$ cat config.mk
export PLATFORM = sky130hd
export DESIGN_NAME = patch_unfold_index_generator
export DESIGN_NICKNAME = d
export VERILOG_FILES = /design/src/rtl/piug_pkg.sv /design/src/rtl/patch_unfold_index_generator.sv
export SDC_FILE = /design/constraint.sdc
export NUM_CORES = 1
export LEC_CHECK = 0
export ABC_AREA = 1
export BUFFER_PORTS_ARGS = -buffer_cell sky130_fd_sc_hd__buf_4
export CAP_MARGIN = 40
export CELL_PAD_IN_SITES_DETAIL_PLACEMENT = 0
export CELL_PAD_IN_SITES_GLOBAL_PLACEMENT = 1
export CORE_UTILIZATION = 35
export DETAILED_ROUTE_END_ITERATION = 10
export PLACE_DENSITY = 0.71
export SLEW_MARGIN = 20
export SYNTH_ARGS = -nofsm -noshare
export SYNTH_HDL_FRONTEND = slang
export SYNTH_SLANG_ARGS = --single-unit
$ cat constraint.sdc
create_clock -name clock -period 7.2 [get_ports clock]
set_input_delay 0.36 -clock clock [delete_from_list [all_inputs] [get_ports clock]]
set_output_delay 0.36 -clock clock [all_outputs]
set_load 0.05 [all_outputs]
$ cat src/rtl/piug_pkg.sv
// Package for the patch unfold index generator.
// Holds field widths, register codes and reset values; no dependencies.
package piug_pkg;

   // Limits on the clamped configuration
   localparam int unsigned MaxKernel   = 16;
   localparam int unsigned MaxChannels = 64;
   localparam int unsigned MaxDim      = 1024;

   // Register field widths
   localparam int unsigned KernelW  = 5;
   localparam int unsigned ChanCntW = 7;
   localparam int unsigned DimW     = 11;

   // Payload widths
   localparam int unsigned PixelW   = 32;
   localparam int unsigned ImageW   = 16;
   localparam int unsigned PRowW    = 14;
   localparam int unsigned PColW    = 20;

   // Position counter widths
   localparam int unsigned PosW     = 10;
   localparam int unsigned ChanPosW = 6;
   localparam int unsigned OffW     = 4;

   // Configuration port
   localparam int unsigned AddrW    = 4;
   localparam int unsigned DataW    = 32;

   typedef enum logic [1:0] {
      REG_KERNEL_SIZE   = 2'd0,
      REG_CHANNEL_COUNT = 2'd1,
      REG_IMAGE_HEIGHT  = 2'd2,
      REG_IMAGE_WIDTH   = 2'd3
   } reg_index_type;

   localparam logic [KernelW-1:0]  KernelReset  = 5'd4;
   localparam logic [ChanCntW-1:0] ChanCntReset = 7'd3;
   localparam logic [DimW-1:0]     HeightReset  = 11'd32;
   localparam logic [DimW-1:0]     WidthReset   = 11'd32;

endpackage

$ cat src/rtl/patch_unfold_index_generator.sv
// Patch unfold index generator: top level, single module.
// Depends on piug_pkg for widths, register codes and reset values.
//   Pixels enter on the req_ channel in raster order (column, row, channel,
//   image), one transfer per pixel. Each pixel yields one transfer on the
//   rsp_ channel with the pixel word, a keep flag, the destination row and
//   column of the non-overlapping patch layout, the image index and an
//   end-of-image flag.
//   The result is registered: an accepted pixel is offered on rsp_ from the
//   next cycle. Throughput is one pixel per cycle while rsp_ is not stalled;
//   the position counters advance in one step and the result goes to a single
//   output register.
//   req_stall is high only while the output register holds a result and the
//   receiver stalls it, so the block takes a new pixel in the same cycle the
//   held result is taken. A stalled result stays unchanged.
//   The csr_ port holds kernel size, channel count, image height and image
//   width at byte addresses 0, 4, 8 and 12. Any write restarts the position
//   counters so the next pixel is the first pixel of an image; the image
//   index keeps counting. Out-of-range values are clamped on use.
//   Synchronous reset empties the output register, restores the register
//   defaults (k=4, 3 channels, 32x32) and clears all counters.
module patch_unfold_index_generator
   import piug_pkg::*;
(
   input  logic              clock,
   input  logic              reset,
   // pixel input
   input  logic              req_valid,
   output logic              req_stall,
   input  logic [PixelW-1:0] req_pixel_value,
   // result output
   output logic              rsp_valid,
   input  logic              rsp_stall,
   output logic [PixelW-1:0] rsp_pixel_out,
   output logic              rsp_keep,
   output logic [ImageW-1:0] rsp_image_index,
   output logic [PRowW-1:0]  rsp_patch_row,
   output logic [PColW-1:0]  rsp_patch_column,
   output logic              rsp_end_of_image,
   // configuration
   input  logic              csr_psel,
   input  logic              csr_penable,
   input  logic              csr_pwrite,
   input  logic [AddrW-1:0]  csr_paddr,
   input  logic [DataW-1:0]  csr_pwdata,
   output logic [DataW-1:0]  csr_prdata,
   output logic              csr_pready
);

   // Configuration registers
   logic [KernelW-1:0]  kernel_size_ff;
   logic [ChanCntW-1:0] channel_count_ff;
   logic [DimW-1:0]     image_height_ff;
   logic [DimW-1:0]     image_width_ff;

   // Position state
   logic [PosW-1:0]     col_pos_ff, col_pos_in;
   logic [PosW-1:0]     row_pos_ff, row_pos_in;
   logic [ChanPosW-1:0] chan_pos_ff, chan_pos_in;
   logic [ImageW-1:0]   image_count_ff, image_count_in;
   logic [OffW-1:0]     in_patch_col_ff, in_patch_col_in;
   logic [OffW-1:0]     in_patch_row_ff, in_patch_row_in;
   logic [PosW-1:0]     tile_col_ff, tile_col_in;
   logic [PColW-1:0]    tile_row_base_ff, tile_row_base_in;
   logic [PRowW-1:0]    chan_base_ff, chan_base_in;
   logic [DimW-1:0]     row_tiles_ff, row_tiles_in;

   // Output register
   logic                rsp_valid_ff;
   logic [PixelW-1:0]   pixel_out_ff;
   logic                keep_ff, keep_in;
   logic [ImageW-1:0]   image_index_ff;
   logic [PRowW-1:0]    patch_row_ff, patch_row_in;
   logic [PColW-1:0]    patch_column_ff, patch_column_in;
   logic                end_of_image_ff, end_of_image_in;

   logic                cfg_write;
   reg_index_type       cfg_index;
   logic                req_accept;
   logic                rsp_take;

   // Clamped configuration
   logic [KernelW-1:0]  k_eff;
   logic [ChanCntW-1:0] nch_eff;
   logic [DimW-1:0]     h_eff;
   logic [DimW-1:0]     w_eff;

   logic                last_col, last_row, last_chan;
   logic [DimW:0]       tile_x, tile_y;
   logic                keep_col, keep_row;
   logic [8:0]          row_offset;
   logic [8:0]          k_square;
   logic [KernelW-1:0]  ipc_inc, ipr_inc;
   logic                ipc_wrap, ipr_wrap;
   logic [DimW-1:0]     row_tiles_now;

   // Handshake
   assign cfg_write  = csr_psel && csr_penable && csr_pwrite;
   assign cfg_index  = reg_index_type'(csr_paddr[AddrW-1:2]);
   assign req_stall  = rsp_valid_ff && rsp_stall;
   assign req_accept = req_valid && !req_stall;
   assign rsp_take   = rsp_valid_ff && !rsp_stall;
   assign csr_pready = 1'b1;

   // Register readback
   always_comb begin
      csr_prdata = '0;
      case (cfg_index)
         REG_KERNEL_SIZE:   csr_prdata = DataW'(kernel_size_ff);
         REG_CHANNEL_COUNT: csr_prdata = DataW'(channel_count_ff);
         REG_IMAGE_HEIGHT:  csr_prdata = DataW'(image_height_ff);
         REG_IMAGE_WIDTH:   csr_prdata = DataW'(image_width_ff);
         default:           csr_prdata = '0;
      endcase
   end

   // Clamp registers to their legal ranges
   always_comb begin
      k_eff = kernel_size_ff;
      if (kernel_size_ff == '0) k_eff = KernelW'(1);
      else if (kernel_size_ff > KernelW'(MaxKernel)) k_eff = KernelW'(MaxKernel);
      nch_eff = channel_count_ff;
      if (channel_count_ff == '0) nch_eff = ChanCntW'(1);
      else if (channel_count_ff > ChanCntW'(MaxChannels)) nch_eff = ChanCntW'(MaxChannels);
      h_eff = image_height_ff;
      if (image_height_ff == '0) h_eff = DimW'(1);
      else if (image_height_ff > DimW'(MaxDim)) h_eff = DimW'(MaxDim);
      w_eff = image_width_ff;
      if (image_width_ff == '0) w_eff = DimW'(1);
      else if (image_width_ff > DimW'(MaxDim)) w_eff = DimW'(MaxDim);
   end

   // Result fields and position flags
   always_comb begin
      last_col  = {1'b0, col_pos_ff} >= (w_eff - DimW'(1));
      last_row  = {1'b0, row_pos_ff} >= (h_eff - DimW'(1));
      last_chan = {1'b0, chan_pos_ff} >= (nch_eff - ChanCntW'(1));

      // a pixel is kept when the patch it starts in fits inside the plane
      tile_x   = {2'b0, col_pos_ff} - {{(DimW+1-OffW){1'b0}}, in_patch_col_ff};
      tile_y   = {2'b0, row_pos_ff} - {{(DimW+1-OffW){1'b0}}, in_patch_row_ff};
      keep_col = (tile_x + {{(DimW+1-KernelW){1'b0}}, k_eff}) <= {1'b0, w_eff};
      keep_row = (tile_y + {{(DimW+1-KernelW){1'b0}}, k_eff}) <= {1'b0, h_eff};
      keep_in  = keep_col && keep_row;

      row_offset = {5'b0, in_patch_row_ff} * {4'b0, k_eff};
      k_square   = {4'b0, k_eff} * {4'b0, k_eff};

      patch_row_in    = '0;
      patch_column_in = '0;
      if (keep_in) begin
         patch_row_in    = chan_base_ff + PRowW'(row_offset) + PRowW'(in_patch_col_ff);
         patch_column_in = tile_row_base_ff + PColW'(tile_col_ff);
      end
      end_of_image_in = last_col && last_row && last_chan;

      ipc_inc  = {1'b0, in_patch_col_ff} + KernelW'(1);
      ipr_inc  = {1'b0, in_patch_row_ff} + KernelW'(1);
      ipc_wrap = ipc_inc >= k_eff;
      ipr_wrap = ipr_inc >= k_eff;

      // whole patches per row, counted as the row streams past
      row_tiles_now = row_tiles_ff + DimW'(keep_col && ipc_wrap);
   end

   // Advance position counters
   always_comb begin
      col_pos_in       = col_pos_ff;
      row_pos_in       = row_pos_ff;
      chan_pos_in      = chan_pos_ff;
      image_count_in   = image_count_ff;
      in_patch_col_in  = in_patch_col_ff;
      in_patch_row_in  = in_patch_row_ff;
      tile_col_in      = tile_col_ff;
      tile_row_base_in = tile_row_base_ff;
      chan_base_in     = chan_base_ff;
      row_tiles_in     = row_tiles_ff;
      if (!last_col) begin
         col_pos_in   = col_pos_ff + PosW'(1);
         row_tiles_in = row_tiles_now;
         if (ipc_wrap) begin
            in_patch_col_in = '0;
            tile_col_in     = tile_col_ff + PosW'(1);
         end else begin
            in_patch_col_in = OffW'(ipc_inc);
         end
      end else begin
         col_pos_in      = '0;
         in_patch_col_in = '0;
         tile_col_in     = '0;
         row_tiles_in    = '0;
         if (!last_row) begin
            row_pos_in = row_pos_ff + PosW'(1);
            if (ipr_wrap) begin
               in_patch_row_in  = '0;
               tile_row_base_in = tile_row_base_ff + PColW'(row_tiles_now);
            end else begin
               in_patch_row_in = OffW'(ipr_inc);
            end
         end else begin
            row_pos_in       = '0;
            in_patch_row_in  = '0;
            tile_row_base_in = '0;
            if (!last_chan) begin
               chan_pos_in  = chan_pos_ff + ChanPosW'(1);
               chan_base_in = chan_base_ff + PRowW'(k_square);
            end else begin
               chan_pos_in    = '0;
               chan_base_in   = '0;
               image_count_in = image_count_ff + ImageW'(1);
            end
         end
      end
   end

   // Hold configuration and position state
   always_ff @(posedge clock) begin
      if (reset) begin
         kernel_size_ff   <= KernelReset;
         channel_count_ff <= ChanCntReset;
         image_height_ff  <= HeightReset;
         image_width_ff   <= WidthReset;
         col_pos_ff       <= '0;
         row_pos_ff       <= '0;
         chan_pos_ff      <= '0;
         image_count_ff   <= '0;
         in_patch_col_ff  <= '0;
         in_patch_row_ff  <= '0;
         tile_col_ff      <= '0;
         tile_row_base_ff <= '0;
         chan_base_ff     <= '0;
         row_tiles_ff     <= '0;
      end else if (cfg_write) begin
         case (cfg_index)
            REG_KERNEL_SIZE:   kernel_size_ff   <= csr_pwdata[KernelW-1:0];
            REG_CHANNEL_COUNT: channel_count_ff <= csr_pwdata[ChanCntW-1:0];
            REG_IMAGE_HEIGHT:  image_height_ff  <= csr_pwdata[DimW-1:0];
            REG_IMAGE_WIDTH:   image_width_ff   <= csr_pwdata[DimW-1:0];
            default:           kernel_size_ff   <= kernel_size_ff;
         endcase
         // restart at the first pixel of an image
         col_pos_ff       <= '0;
         row_pos_ff       <= '0;
         chan_pos_ff      <= '0;
         in_patch_col_ff  <= '0;
         in_patch_row_ff  <= '0;
         tile_col_ff      <= '0;
         tile_row_base_ff <= '0;
         chan_base_ff     <= '0;
         row_tiles_ff     <= '0;
      end else if (req_accept) begin
         col_pos_ff       <= col_pos_in;
         row_pos_ff       <= row_pos_in;
         chan_pos_ff      <= chan_pos_in;
         image_count_ff   <= image_count_in;
         in_patch_col_ff  <= in_patch_col_in;
         in_patch_row_ff  <= in_patch_row_in;
         tile_col_ff      <= tile_col_in;
         tile_row_base_ff <= tile_row_base_in;
         chan_base_ff     <= chan_base_in;
         row_tiles_ff     <= row_tiles_in;
      end
   end

   // Output register valid
   always_ff @(posedge clock) begin
      if (reset) begin
         rsp_valid_ff <= 1'b0;
      end else if (req_accept) begin
         rsp_valid_ff <= 1'b1;
      end else if (rsp_take) begin
         rsp_valid_ff <= 1'b0;
      end
   end

   // Load result payload on each accepted transfer
   always_ff @(posedge clock) begin
      if (req_accept) begin
         pixel_out_ff    <= req_pixel_value;
         keep_ff         <= keep_in;
         image_index_ff  <= image_count_ff;
         patch_row_ff    <= patch_row_in;
         patch_column_ff <= patch_column_in;
         end_of_image_ff <= end_of_image_in;
      end
   end

   assign rsp_valid        = rsp_valid_ff;
   assign rsp_pixel_out    = pixel_out_ff;
   assign rsp_keep         = keep_ff;
   assign rsp_image_index  = image_index_ff;
   assign rsp_patch_row    = patch_row_ff;
   assign rsp_patch_column = patch_column_ff;
   assign rsp_end_of_image = end_of_image_ff;

endmodule

Word-level counts from Yosys, hierarchy flattened
Cells that the tools add are included.

Bitwise logic cells: 1. Reductions and logical operators: 29. Add/sub/neg operators: 20. Multipliers: 2. Multiplexer cells: 24. $lt $le $gt $ge: 11. Equality and inequality tests: 3.

Operator list (number): $pmux 32 s4 (1); $mux 11 (5); $mux 10 (4); $mux 20 (2); $add 10x1->10 const B (3); $add 14x9->14 (2); $add 11x6->12 (2); $le 12x11->1 (2); $ge 10x11->1 (2); $gt 11x11->1 const B (2); $logic_not 11->1 (2); $sub 10x4->11 (2); $sub 11x1->11 const B (2); $add 20x10->20 (1); $add 20x11->20 (1); $add 16x1->16 const B (1); $mux 4 (4); $add 14x4->14 (1); $mux 14 (1); $mux 7 (2); $reduce_and 2->1 (6); $add 11x1->11 (1); $add 4x1->5 const B (2); $ge 5x5->1 (2); 22 further kinds (37).

Output and inout port bits: 119. Flip-flop bits (word level): 224. Word-level logic and storage cells: 111.

Depth between registers and ports, before layout
Gate-level depths: netlist of the first run.

Depth after elaboration: 10. Mapped depth: 43. Gate-level depth less buffers: 43.

Worst setup path before layout of the first run
No wires, ideal clock.

Path type: register -> register. Start: register col_pos_ff[0]. End: register tile_row_base_ff[14]. Data required time: 7.068 ns. Path buffers: 0. Arrival: 5.643 ns. Stages on the path, launching flop included: 38. Setup slack: 1.425 ns. Cell sequence: dfxtp_1 inv_1 ha_1 fa_1 nor2_1 a211oi_2 xor2_1 ha_1 inv_1 o21ai_0 nand2_1 nor2_2 xor2_1 ha_1 a21oi_1 o21ai_0 a21oi_1 or2_2 [... 2 more ...] nand2_1 nor2_1 ha_1 ha_1 nand4_1 nor2_1 nand4_1 xnor2_1 ha_1 nand2_1 a21oi_1 a21oi_1 a31oi_1 or2_2 nand3_1 inv_1 nand2_2 a21oi_2.

Longest elaborated chain between the ends: 8. Elaborated cells between the ends (all ways): 10. Those cells by class: 4 x add/sub; 2 x order compare; 2 x mux; 2 x reduce/logical.

RTL lines: from (decl) (RTL line patch_unfold_index_generator.sv:56) `logic [PosW-1:0] col_pos_ff, col_pos_in;`; from (signal assigned) (RTL line patch_unfold_index_generator.sv:251) `col_pos_ff <= col_pos_in;`; $sub 10x4->11 (RTL line patch_unfold_index_generator.sv:139) `tile_x = {2'b0, col_pos_ff} - {{(DimW+1-OffW){1'b0}}, in_patch_col_ff};`; $add 11x6->12 (RTL line patch_unfold_index_generator.sv:141) `keep_col = (tile_x + {{(DimW+1-KernelW){1'b0}}, k_eff}) <= {1'b0, w_eff};`; $le 12x11->1 (RTL line patch_unfold_index_generator.sv:141); $logic_and 1x1->1 (RTL line patch_unfold_index_generator.sv:162) `row_tiles_now = row_tiles_ff + DimW'(keep_col && ipc_wrap);`; $add 11x1->11 (RTL line patch_unfold_index_generator.sv:162); $add 20x11->20 (RTL line patch_unfold_index_generator.sv:195) `tile_row_base_in = tile_row_base_ff + PColW'(row_tiles_now);`; $mux 20 (RTL line patch_unfold_index_generator.sv:193) `if (ipr_wrap) begin`; $mux 20 (RTL line patch_unfold_index_generator.sv:191) `if (!last_row) begin`; to (signal assigned) (RTL line patch_unfold_index_generator.sv:258) `tile_row_base_ff <= tile_row_base_in;`; to (decl) (RTL line patch_unfold_index_generator.sv:63) `logic [PColW-1:0] tile_row_base_ff, tile_row_base_in;`.

Several ways; a longest one is shown, not always the timed one. The select of a mux whose other input is x is not followed. A chain may end at the register's enable or synchronous reset.

Worst setup path after layout of the first run
Same ends and word-level chain as after synthesis.

==> metrics.md, run 1 <==
| Metric | Value |
|---|---|
| Share of layout cells above drive strength 1 | `13.9%` |
| Residual DRC count | `0` |
| Crit share post-route | `90.0%` |
| Remaining global-route overflow | `0` |
| Layout Nets | `2503` |
| Most Frequent Cell on Critical Path | `ha_1` |
| Vias/cell | `4.85` |
| Cell with the most instances after synthesis | `nand2_1` |
| Simple-gate share of the synthesized area | `25.1%` |
| M2 GR Usage | `29.9%` |
| DP Cell Count | `2790` |
| DR pass1 iterations | `7` |
| I/O pins | `194` |
| Yosys reg bits | `224` |
| Run status | `complete, no violations` |
| Die area | `0.0470 mm²` |
| Max Buffers Root-to-Sink | `3` |
| Layout fillers | `4667` |
| Setup CP Type | `reg2reg` |
| Cts bufs inserted | `28` |
| Non-Filler Instances | `2877` |
| CP startpoint | `col_pos_ff[0]` |
| Synth area leaders | `dfxtp_1, edfxtp_1, ha_1` |
| CP max-delay cell | `fa_1` |
| DP Wirelength | `32900 µm` |
| Actual slew at the worst max-slew pin | `0.799 ns` |
| Global routing met1 resource utilization | `25.2%` |
| Max incr delay on CP | `0.41 ns` |
| Worst Hold Class | `in2reg` |
| Critical hold path startpoint | `csr_pwdata[8]` |
| Compound-Gate Fraction of Synth Area | `11.0%` |
| Min Clock Period, post-route | `6.48 ns` |
| Worst EP arrival | `6.89 ns` |
| Crit path required time | `7.61 ns` |
| Total GRT Usage | `18.2%` |
| Largest net degree at the start of global routing | `62` |
| EDFF count, synth | `84` |
| Mean Syn Cell Area | `7.79 µm²` |
| Distinct cells, synth | `65` |
| GR Util met3 | `2.16%` |
| Mux cell area share after synthesis | `0%` |
| Max FO, Critical Path | `5` |
| Top Usage Layer GRT | `met2` |
| Top_reg_cell synth | `dfxtp_1` |
| Worst-Skew Late Latency | `0.57 ns` |
| Synthesized cell area | `0.0161 mm²` |
| Clock Tree Root | `clkbuf_16` |
| Post-synthesis xor/xnor area fraction | `7.32%` |
| Initial core utilization | `35.6%` |
| GPL Wtd Cong | `0.908` |
| FP Rows | `78` |
| Seq/Total Area, Yosys | `33.0%` |
| Core area | `0.0454 mm²` |
| Max Clk Rate | `154 MHz` |
| Post-route setup TNS | `0 ns` |
| PortBufs | `148` |
| Vias post-DR | `13900` |
| PwrDens | `175 mW/mm²` |
| Asr flop ratio synth | `0%` |
| Initial antenna violation count | `0` |
| Vias in the first global route | `13300` |
| Post-synthesis adder-cell area fraction | `14.6%` |
| Gate Count Post-Synth | `2072` |
| Synth top cells by count | `nand2_1, inv_1, nor2_1` |
| Area share of the largest cell type after synthesis | `17.4%` |
| Final Power | `3.34 mW` |
| H-tree Lvls | `1` |
| Peak supply drop | `0.170 mV` |
| Area growth from synthesis to layout | `18.5%` |
| Unrepaired setup endpoints after global routing | `false` |
| CTS tree | `built` |
| Startpoint types | `flop` |
| Worst Skew | `0.0235 ns` |
| Slew HR | `46.7%` |
| Slew Viols, Final | `0` |
| Final Routed Wirelength | `42900 µm` |
| Clk sinks | `224` |
| Largest family of logic cells by synthesized area | `simple AND/OR/NAND/NOR gates` |
| Setup Viol. Count Final | `0` |
| Cell Area, Placed | `0.0178 mm²` |
| DRT antenna net count | `0` |
| DIE WIDTH | `217 µm` |
| Final hold viol count | `0` |
| Fin area | `0.0191 mm²` |
| Detailed Route Iter0 Violations | `791` |
| Diode count | `0` |
| Die Ht | `217 µm` |
| MaxCap Viol Count | `0` |
| Synthesis Warnings | `0` |
| First-pass GRT wire length | `69400 µm` |
| Leakage power | `8.54 nW` |
| Routed len/inst | `14.9 µm` |
| Crit end category | `flop` |
| Leading area contributor after synthesis | `dfxtp_1` |
| Clock transition at path regs | `0.06 ns` |
| RR Startpoint | `col_pos_ff[0]` |
==> final cells by class <==
class	instances	area, µm²	share of cell area (%)
clock buffers	33	751	3.93
repair buffers	199	1580	8.28
well taps	600	751	3.93
inverters	274	1030	5.39
multi-input cells	1528	9510	49.7
clock inverters	19	169	0.883
flip-flops and latches	224	5330	27.8
==> cell families (layout without fill, tap and decap cells) <==
logic type / after synthesis / count (layout)
compound gates: 308 / 308
flops: 224 / 224
fa+ha+maj: 173 / 173
xor+xnor: 134 / 134
buf+inv: 343 / 525
other cells: 2 / 25
simple gates: 888 / 888
==> through the flow <==
step	hold slack, ns	setup WS [ns]	utilization [%]
2_1_floorplan	0.429	1.42	-
3_3_place_gp	0.453	0.565	39.3
3_5_place_dp	0.457	0.425	39.3
4_1_cts	0.0131	0.406	42.0
5_1_grt	0.0337	0.0370	42.1
6_report	0.0431	0.717	42.1
==> critical path: cells and delay by family (launching register included) <==
kind                     cells  cell delay [ns]
AO/OA/AOI/OAI               10             1.24
AND/OR/NAND/NOR             15             1.98
buffers and inverters        2             0.18
XOR/XNOR                     3             0.56
adder cells (fa/ha/maj)      7             2.01
flip-flops                   1             0.38
==> final timing paths <==
path | depth (start not counted) | slack, ns | to
worst max-delay path | 37 | 0.72 | tile_row_base_ff[14]
worst min-delay path | 3 | 0.04 | image_height_ff[8]
worst max register to register | 37 | 0.72 | tile_row_base_ff[14]
worst min register to register | 2 | 0.46 | in_patch_col_ff[3]
==> registers in the layout (all words and copies together) (netlist names), 5 cells and up <==
| signal | count |
|---|---|
| chan_base_ff | 14 |
| chan_pos_ff | 6 |
| channel_count_ff | 7 |
| col_pos_ff | 10 |
| image_count_ff | 16 |
| image_height_ff | 11 |
| image_width_ff | 11 |
| kernel_size_ff | 5 |
| row_pos_ff | 10 |
| row_tiles_ff | 11 |
| rsp_image_index | 16 |
| rsp_patch_column | 20 |
| rsp_patch_row | 14 |
| rsp_pixel_out | 32 |
| tile_col_ff | 10 |
| tile_row_base_ff | 20 |
==> per-layer routing <==
layer	vias up	wire length (µm)
li1	7193	-
met1	6445	20800
met2	259	19500
met3	49	1790
met4	0	799
met5	-	0
==> cell usage in the layout, fill, tap and decap left out, types with 16 or more instances in the layout <==
cell           synthesis  final
nand4_1               51     51
nand3_1              107    107
dfxtp_1              140    140
clkbuf_16              0     29
a21oi_1              152    151
nor2_1               201    198
ha_1                 147    147
conb_1                 2     25
dlygate4sd3_1          0     33
nand2_1              403    402
edfxtp_1              84     84
inv_1                266    266
nor3_1                39     39
nand2_2               15     16
o21ai_0               86     83
nor3_2                24     24
xor2_1                87     87
fa_1                  26     26
xnor2_1               46     44
buf_4                 30    165
==> report_power, final <==
group          total [mW]  internal [mW]  leakage (nW)  switching, mW
registers            1.37           1.35          1.96         0.0161
logic               0.560          0.170          6.12          0.390
clock network        1.41          0.846         0.455          0.565
==> timing repair <==
| action | 4_1_cts | 5_1_grt |
|---|---|---|
| setup endpoints to repair | 0 | 11 |
| hold buffers | 33 | 0 |
| setup buffers | 0 | 1 |
| gates resized for setup | 0 | 11 |
| hold endpoints to repair | 33 | 0 |
(Power assumes the default switching activity.)
==> inputs of run 2 (changes only) <==
--- a/config.mk
+++ b/config.mk
@@ -13,6 +13,7 @@
 export CORE_UTILIZATION = 35
 export DETAILED_ROUTE_END_ITERATION = 10
 export PLACE_DENSITY = 0.71
+export REMOVE_ABC_BUFFERS = 1
 export SLEW_MARGIN = 20
 export SYNTH_ARGS = -nofsm -noshare
 export SYNTH_HDL_FRONTEND = slang
==> run 2 against run 1 <==
  * Count of clock-buffer cells in the layout up 4
  * Register-to-register slack worse by 0.13 ns
  * First-iteration DRC count up 8.0%
  * Non-clock buffer count down 1
  * Clock skew down 0.013 ns
  * Utilization about the same
  * Combinational power about the same
  * Final area about the same
  * Highest routed layer unchanged
==> metrics.md, run 2 (same netlist as run 1, synthesis figures left out) <==
| Metric | Value |
|---|---|
| Worst Skew | `0.0104 ns` |
| Residual DRC count | `0` |
| PwrDens | `176 mW/mm²` |
| Most Frequent Cell on Critical Path | `ha_1` |
| Worst-Skew Late Latency | `0.56 ns` |
| Slew Viols, Final | `0` |
| Routed len/inst | `15.1 µm` |
| Max incr delay on CP | `0.41 ns` |
| DIE WIDTH | `217 µm` |
| DR pass1 iterations | `5` |
| Actual slew at the worst max-slew pin | `0.774 ns` |
| Post-route setup TNS | `0 ns` |
| Setup CP Type | `reg2reg` |
| Clock Tree Root | `clkbuf_16` |
| Max Clk Rate | `151 MHz` |
| Run status | `complete, no violations` |
| FF-to-FF setup slack | `0.59 ns` |
| DP Wirelength | `33200 µm` |
| Total GRT Usage | `18.4%` |
| Final hold viol count | `0` |
| Layout fillers | `4655` |
| Leakage power | `8.52 nW` |
| GPL Wtd Cong | `0.899` |
| Vias/cell | `4.88` |
| Fin Hold WS | `0.0327 ns` |
| Commonest non-fill, non-tap cell in the layout | `nand2_1` |
| FP Rows | `78` |
| Slew HR | `48.4%` |
| Initial antenna violation count | `1` |
| Vias post-DR | `14000` |
| First-pass GRT wire length | `70100 µm` |
| Setup Viol. Count Final | `0` |
| Unrepaired setup endpoints after global routing | `false` |
| Crit end category | `flop` |
| Detailed Route Iter0 Violations | `854` |
| Startpoint types | `flop` |
| Crit share post-route | `91.8%` |
| DRT antenna net count | `0` |
| Die Ht | `217 µm` |
| Layout Nets | `2502` |
| Max FO, Critical Path | `5` |
| Initial core utilization | `35.6%` |
| Worst path bufs/invs | `3` |
| Min Clock Period, post-route | `6.61 ns` |
| Top Usage Layer GRT | `met2` |
| M2 GR Usage | `28.8%` |
| PortBufs | `148` |
| Commonest cells after routing, fill and taps aside | `nand2_1, inv_1, nor2_1` |
| Clock transition at path regs | `0.06 ns` |
| Worst EP arrival | `7.03 ns` |
| GR Util met3 | `2.68%` |
| Vias in the first global route | `13500` |
| Die area | `0.0470 mm²` |
| Core area | `0.0454 mm²` |
| Clk sinks | `224` |
| Cts bufs inserted | `28` |
| Dpl ws | `0.420 ns` |
| Max Buffers Root-to-Sink | `3` |
| Max reg flops | `32` |
| I/O pins | `194` |
| Peak supply drop | `0.161 mV` |
| Fin util | `42.1%` |
| Area growth from synthesis to layout | `18.5%` |
| MaxCap Viol Count | `0` |
| H-tree Lvls | `1` |
| Crit path required time | `7.61 ns` |
| Largest net degree at the start of global routing | `64` |
| CTS tree | `built` |
| Global routing met1 resource utilization | `26.1%` |
| Final Routed Wirelength | `43400 µm` |
| Diode count | `0` |
| CP max-delay cell | `fa_1` |
| Delay-heaviest family, CP | `adder cells` |
| Remaining global-route overflow | `0` |
| Final setup margin | `0.588 ns` |
| Share of layout cells above drive strength 1 | `14.0%` |
| Worst Hold Class | `in2reg` |
-- run 2: cell type report --
type	count	area (µm²)	area share [%]
multi-input cells	1528	9480	49.6
inverters	274	1030	5.39
clock inverters	15	141	0.740
clock buffers	37	800	4.18
repair buffers	198	1590	8.29
flip-flops and latches	224	5330	27.9
well taps	600	751	3.93
-- run 2: metrics by stage --
step	power (mW)	cell area [µm²]	cells
after floorplan	1.76	15800	2026
after global placement	1.93	17800	2789
after detailed placement	1.94	17800	2792
after CTS	3.41	19100	2876
after global routing	3.51	19100	2876
final	3.37	19100	2876
-- run 2: path summary, 6_finish.rpt --
kind | cells past startpoint | start | end
max | 38 | col_pos_ff[0] | tile_row_base_ff[14]
min | 3 | csr_pwdata[8] | image_height_ff[8]
min reg2reg | 2 | tile_row_base_ff[18] | tile_row_base_ff[18]
max reg2reg | 38 | col_pos_ff[0] | tile_row_base_ff[14]
-- run 2: power breakdown --
part / switching (mW) / total (mW) / internal (mW)
Clock: 0.585 / 1.44 / 0.853
Combinational: 0.389 / 0.559 / 0.170
Sequential: 0.0178 / 1.37 / 1.35
-- run 2: repair_timing --
action,in CTS,in global routing
buffers inserted,0,0
resized for setup,0,5
hold buffers,32,0
endpoints found under the hold margin,32,0
endpoints found under the setup margin,0,11
-- run 2: routing by layer --
| metal | wire length, µm | up-vias |
|---|---|---|
| met5 | 0 | - |
| met4 | 1030 | 0 |
| met3 | 1930 | 79 |
| met2 | 18700 | 273 |
| met1 | 21800 | 6507 |
| li1 | - | 7177 |
-- run 2: worst register-to-register path: cells and delay by family, from the launching register on --
| family | cells | cell delay, ns |
|---|---|---|
| xor+xnor | 3 | 0.56 |
| fa+ha+maj | 7 | 2.04 |
| simple gates | 14 | 1.75 |
| flops | 1 | 0.38 |
| compound gates | 11 | 1.41 |
| buf+inv | 3 | 0.35 |
